===== src/salc_ram.sv =====
// Generic single-write, single-read synchronous RAM with registered read data.
module salc_ram #(
    parameter int unsigned WIDTH = 8,
    parameter int unsigned DEPTH = 16
) (
    input  logic                                     aclk,
    input  logic                                     we,
    input  logic [(DEPTH > 1 ? $clog2(DEPTH) : 1)-1:0] waddr,
    input  logic [WIDTH-1:0]                         wdata,
    input  logic [(DEPTH > 1 ? $clog2(DEPTH) : 1)-1:0] raddr,
    output logic [WIDTH-1:0]                         rdata
);

    logic [WIDTH-1:0] mem [DEPTH];

    // Write port and registered read port.
    always_ff @(posedge aclk) begin
        if (we) begin
            mem[waddr] <= wdata;
        end
        rdata <= mem[raddr];
    end

endmodule


===== config.mk =====
export PLATFORM = sky130hd
export DESIGN_NAME = salc_ram
export DESIGN_NICKNAME = d
export VERILOG_FILES = /design/src/salc_ram.sv
export SDC_FILE = /design/constraint.sdc
export NUM_CORES = 1
export LEC_CHECK = 0
export ABC_CLOCK_PERIOD_IN_PS = 2500
export BUFFER_PORTS_ARGS = -buffer_cell sky130_fd_sc_hd__buf_4
export CAP_MARGIN = 20
export CORE_MARGIN = 5
export CORE_UTILIZATION = 60
export CTS_CLUSTER_DIAMETER = 120
export DETAILED_ROUTE_END_ITERATION = 6
export GPL_TIMING_DRIVEN = 0
export PLACE_DENSITY_LB_ADDON = 0.25
export SYNTH_ARGS = -nofsm -noshare
export SYNTH_HDL_FRONTEND = slang
export SYNTH_SLANG_ARGS = --single-unit

===== constraint.sdc =====
create_clock -name aclk -period 2.5 [get_ports aclk]
set_input_delay 0.75 -clock aclk [delete_from_list [all_inputs] [get_ports aclk]]
set_output_delay 0.75 -clock aclk [all_outputs]
set_load 0.01 [all_outputs]

==> impl_results.md, run 1 <==
* Status: completed
* Std-Cell Rows at 33
* Clock sink total at approximately 140
* Hold EP: mem[12][5]
* # resized after CTS at 0
* Initial core utilization at 62.0%
* Synth Area in Adders at 0%
* DRC at 0
* Die Area at 10,500 um2
* Crit Path Class: in2reg
* Design area at roughly 6000 um2
* Hold path start: wdata[5]
* GRT Total Usage at between 20% and 30%
* Final setup fails at 0
* Num CTS Buffers at 17
* Iter 0 DRT Violations at 248
* CP required at 2.63 ns
* CTS root buf: clkbuf_8
* Die width at 103 um
* HPWL after DPL at ~6 mm
* RSZ-0062 raised after global routing: false
* Largest net degree at the start of global routing at 17
* Vias at 2,459
* Worst setup EP type: register
* Crit path cell chain: buf_4 > or3b_2 > nor2_1
* Post-synth EDFFs at around 130
* Share of synthesized cell area in and, or, nand and nor gates at about 3.2%
* VDD IR max at between 0.0006 and 0.0007 V
* Reg clk slew, reported paths at 0.06 ns
* CTS tree: built
* Synthesized flop and latch total at roughly 140
* Crit path buf inv count at 1
* Largest family of logic cells by synthesized area: multiplexers
* Cells after Synth at ~230
* # fillers at 460
* Syn_nets at between 200 and 250
* Critical Path AT at ~2.0 ns
* Worst Clk Skew at about 0.0048 ns
* Die height at 103 um
* FF-to-FF path depth at 3
* First-pass GRT wire length at between 15 and 20 mm
* Post-CTS Setup Inserts at 0
* Routed Antenna Nets at 0
* Initial antenna violation count at 0
* Post-layout min period at approximately 1.9 ns
* Synthesis-to-layout area growth at 18.1%
* Final hold vios at 0
* Maxcap violations at 0
* Cts hold-fix bufs at 0
* Layout cells sized above 1 at between 20 and 30%
* Core footprint at 8300 um2
* Max Clock Freq at between 0.5 and 0.6 GHz
* Clock Latency Late Sink at about 0.50 ns
* Mux contribution to synthesized area at 15.0%
* Critical Path Fanout Max at 8
* Synth Cell Area at 5150 um2
* I/O Buffers at 24
* Cell Area, Placed at 5480 um2
* Largest delay share family, worst path: simple AND/OR/NAND/NOR gates
* Max H-tree Level at 4
* Ys Warns at 0
* CP peak stage delay at 0.64 ns
* Slew margin rel. at between 20% and 30%
* Reg2reg start: mem[10][7]
* Fin. max-slew vios at 0
* Nets at ~300
* Worst Hold Class: in2reg
* Remaining Overflow, GRT at 0
* FF-to-FF End: rdata[7]
* Leak at around 2.1 nW
* R2r setup slk at ~1.1 ns
* Ports at 26
* Compound-Gate Fraction of Synth Area at under 10%
* CP startpoint kind: input pin
* DR pass1 iterations at 5
* Pre-CTS WS at approximately 0.074 ns
* Critical-path top delay cell: nor2_1
* Measured slew at the worst slew-check pin at roughly 1.1 ns
* Synth Area per Inst at 22.5 um2
* Antenna Cells at 0
* Number of global-route vias before repair at approximately 2.5k
* Post-DR wirelength/cell at between 20 and 30 um
* Main flop type after synthesis: edfxtp_1
* Hold Path Cell Cnt at 1
* Setup WS post-layout at 0.597 ns
* Routability cong. at ~0.73
* Final hold slack at 0.551 ns
* Routed vias/inst at 6.26
* Pwr Density at about 900 nW/um2
* WL final at 9.87 mm
* Fin crit share at around 76%
* Sequential cell area fraction in the yosys report at between 70% and 80%
* Post-synthesis cell type count at 19
* XOR/XNOR Fraction of Synth Area at 0%
* Clock buffer depth at 2
* Post-synth ARST share at 0%
==> final cells by class <==
class | count | area [um2] | share of cell area [%]
repair buffers | 27 | 200 | 3.29
flip-flops and latches | 136 | 4000 | 65.9
multi-input cells | 83 | 1060 | 17.4
plain buffers | 10 | 86.3 | 1.42
clock buffers | 18 | 418 | 6.88
clock inverters | 14 | 180 | 2.96
well taps | 105 | 131 | 2.16
==> metrics by stage <==
stage | setup TNS (ns) | util [%] | total power, mW | instances
after floorplan | 0 | - | 2.74 | 229
after global placement | -2.56 | 65.8 | 2.86 | 358
after detailed placement | 0 | 66.0 | 2.87 | 361
after CTS | 0 | 73.2 | 5.35 | 393
after global routing | 0 | 73.2 | 5.48 | 393
final | 0 | 73.2 | 5.32 | 393
==> cell usage in the layout (no fill, tap or decap), types with 8 or more instances in the layout <==
master / instances
a22oi_1: 16
nand2_1: 9
nor2_1: 13
mux4_1: 14
dfxtp_1: 8
buf_4: 27
edfxtp_1: 128
clkbuf_16: 16
mux4_2: 18
==> registers in the layout, indices dropped and copies added, names as in the netlist <==
register,flops
mem,128
rdata,8
==> report_power, final <==
part	internal, mW	switching [mW]	total [mW]
registers	2.55	0.0135	2.56
logic	0.117	0.144	0.262
clock network	1.61	0.885	2.49
==> worst max path at each step <==
stage                         from   endpoint  slack [ns]  cells after the start
after floorplan           waddr[2]  mem[0][0]        0.26                      2
after global placement    waddr[2]  mem[0][4]       -0.30                      3
after detailed placement  waddr[2]  mem[2][4]        0.07                      3
after CTS                 waddr[2]  mem[2][0]        0.61                      3
after global routing      waddr[2]  mem[3][2]        0.54                      3
final                     waddr[2]  mem[2][0]        0.60                      3
==> cells in the mapped netlist, types with 2 or more instances <==
cell	count	area [um2]
clkdlybuf4s25_2	3	30.0
mux4_2	18	405
buf_6	3	33.8
nand2b_1	2	12.5
nand3b_1	2	15.0
nor3_1	4	20.0
a22oi_1	16	120
dfxtp_1	8	160
buf_2	3	15.0
nand2_1	9	33.8
edfxtp_1	128	3840
mux4_1	14	368
nor2_1	13	48.8
==> cell families (layout without fill, tap and decap cells) <==
kind of cell | Yosys count | after routing
AOI/OAI and AO/OA | 16 | 16
muxes | 32 | 32
DFF | 136 | 136
buffers and inverters | 10 | 69
and+or+nand+nor | 35 | 35
==> layer usage <==
layer / GRT usage [%] / share of wire, % / routed length (um)
met1: 31.3 / 42 / 4130
met5: 0 / 0 / 0
met3: 6.02 / 7.9 / 783
met2: 31.9 / 49 / 4870
met4: 6.26 / 0.86 / 85
No activity file was read; power rests on OpenSTA's default activity.
==> inputs of run 2 (changes only) <==
ABC_CLOCK_PERIOD_IN_PS = 1990   (was 2500)
clock period = 1.99 ns   (was 2.5 ns; I/O delays follow)
==> run 2 against run 1 <==
Compared with the run above:
- sequential power rose by 26%
- total power rose by 24%
- wire length rose by 1.1%
- critical endpoint is now mem[2][4]
- critical path depth is the same
- die area stayed put
- global-route usage up 0.40 points
==> impl_results.md, run 2 (synthesis results as in run 1) <==
* CP startpoint kind: input pin
* Reg2reg start: mem[8][7]
* Leak at 2.05 nW (-0.60%)
* Cts hold-fix bufs at 0 (unchanged)
* Clock buffer depth at 2 (unchanged)
* FF-to-FF path depth at 3 (unchanged)
* Largest net degree at the start of global routing at 17 (unchanged)
* Die height at 103 um (unchanged)
* Nets at 293 (unchanged)
* Num CTS Buffers at 17 (unchanged)
* Routed vias/inst at 6.30 (+0.69%)
* Part of the power in combinational logic at 5.0% (about the same)
* # fillers at 478 (+3.9%)
* Measured slew at the worst slew-check pin at 0.808 ns (-0.253 ns)
* Cell Area, Placed at 5480 um2 (about the same)
* Iter 0 DRT Violations at 277 (+12%)
* Final setup fails at 0 (unchanged)
* Clock Latency Late Sink at 0.51 ns (about the same)
* Die width at 103 um (unchanged)
* R2r setup slk at 0.53 ns (-0.54 ns)
* Hold path start: wdata[6]
* Initial core utilization at 62.0% (unchanged)
* Std-Cell Rows at 33 (unchanged)
* Total power at 6.59 mW (+24%)
* Clock Power Share at 46.1% (-0.8 points)
* Routability cong. at 0.713 (-2.2%)
* DRC at 0 (unchanged)
* Final Util at 73.1% (-0.075 points)
* CTS root buf: clkbuf_8
* Hold Path Cell Cnt at 1 (unchanged)
* Synthesis-to-layout area growth at 17.9%
* Reg clk slew, reported paths at 0.06 ns (about the same)
* Maxcap violations at 0 (unchanged)
* First-pass GRT wire length at 15.4 mm (+1.2%)
* Max reg flops at 128 (unchanged)
* Final hold vios at 0 (unchanged)
* Status: completed
* Max Clock Freq at 0.572 GHz
* Post-CTS Setup Inserts at 0 (unchanged)
* Design area at 6070 um2 (-0.10%)
* Total internal power at 5.26 mW (+23%)
* FF-to-FF End: rdata[7]
* GR Util met2 at 34.4% (+2.5 points)
* I/O Buffers at 24 (unchanged)
* WL final at 9.98 mm (+1.1%)
* RSZ-0062 raised after global routing: false
* DR pass1 iterations at 5 (unchanged)
* Layout cells sized above 1 at 30.6% (+1.0 points)
* Critical Path Fanout Max at 8 (unchanged)
* Fin crit share at between 80% and 90%
* Met1 Track Usage GR at 28.9% (-2.4 points)
* Slew margin rel. at 45.9% (+17 points)
* Post-layout min period at between 1.5 and 2 ns
* # resized after CTS at 0 (unchanged)
* Number of global-route vias before repair at 2,610 (+3.0%)
* Worst Hold Class: in2reg
* Net switching power at 1.33 mW (+27%)
* Origin of the worst setup path: waddr[2]
* CP required at 2.12 ns (-0.51 ns)
* Top flop regs: mem (128), rdata (8)
* Antenna Cells at 0 (unchanged)
* Largest Register: mem
* Routed Antenna Nets at 0 (unchanged)
* Clock sink total at 136 (unchanged)
* Commonest non-fill, non-tap cell in the layout: edfxtp_1
* Multi-input gate area at 1060 um2 (+0.47%)
* Most frequent cells in the layout: 128 x edfxtp_1, 26 x buf_4, 18 x mux4_2
* Seq pwr share at 48.9% (+0.7 points)
* Critical Path AT at 1.88 ns (-0.15 ns)
* CTS tree: built
* Pwr Density at 1080 nW/um2 (+24%)
* Remaining Overflow, GRT at 0 (unchanged)
* VDD IR max at 0.000897 V (+29%)
* Crit Path Class: in2reg
* Worst setup EP type: register
* Hold EP: mem[8][6]
* Ports at 26 (unchanged)
* Final hold slack at 0.417 ns (-0.135 ns)
* Setup tns final at 0 ns (unchanged)
* M3 GR Usage at 5.68% (-0.34 points)
* HPWL after DPL at 6.24 mm (+1.5%)
* GRT Total Usage at 21.7% (+0.40 points)
* Initial antenna violation count at 0 (unchanged)
* Max H-tree Level at 4 (unchanged)
* Post-DR wirelength/cell at 25.4 um (+1.1%)
* Sw Ratio at 20.1% (+0.53 points)
* Core footprint at 8300 um2 (unchanged)
* Fin. max-slew vios at 0 (unchanged)
* Register Area at 4000 um2 (unchanged)
* Worst Clk Skew at 0.00987 ns (+0.00512 ns)
* Vias at 2,476 (+0.69%)
* Die Area at 10,500 um2 (unchanged)
* Busiest layer in global routing: met2
-- run 2: cell count changes in the layout (fill, tap and decap cells not counted), sizes merged --
cell,change
clkbuf,+3
bufinv,-2
clkinv,-4
clkinvlp,+3
-- run 2: worst max-delay path: stages --
cell    delay, ns
buf_4        0.12
or3b_2       0.54
nor2_1       0.62
-- run 2: how the worst max path moves through the flow --
| stage | slack (ns) | endpoint |
|---|---|---|
| after CTS | 0.25 | mem[1][6] |
| after detailed placement | -0.29 | mem[1][1] |
| after global routing | 0.17 | mem[1][6] |
| after global placement | -0.36 | mem[8][2] |
| final | 0.24 | mem[2][4] |
| after floorplan | 0.13 | mem[3][0] |
-- run 2: metrics by stage --
stage | worst slack (ns) | std cells
after detailed placement | -0.287 | 360
after floorplan | 0.127 | 229
after global routing | 0.175 | 393
final | 0.242 | 393
after global placement | -0.360 | 358
after CTS | 0.249 | 392
-- run 2: final cells by class --
class | instances | area share (%)
multi-input combinational | 83 | 17.5
timing repair buffer | 27 | 3.26
buffer | 10 | 1.42
clock buffer | 21 | 7.73
tap | 105 | 2.16
sequential | 136 | 66.0
clock inverter | 11 | 1.98
-- run 2: per-layer routing --
metal / share of wire, % / wire [um]
met4: 2.0 / 201
met2: 51 / 5130
met1: 39 / 3840
met5: 0 / 0
met3: 8.0 / 801
-- run 2: power by group through the flow --
stage / Sequential (mW) / Combinational [mW] / Clock [mW]
final: 3.22 / 0.331 / 3.03
after global routing: 3.22 / 0.358 / 3.22
after CTS: 3.22 / 0.334 / 3.06
after detailed placement: 3.28 / 0.331 / 0
after global placement: 3.27 / 0.319 / 0
after floorplan: 3.28 / 0.163 / 0
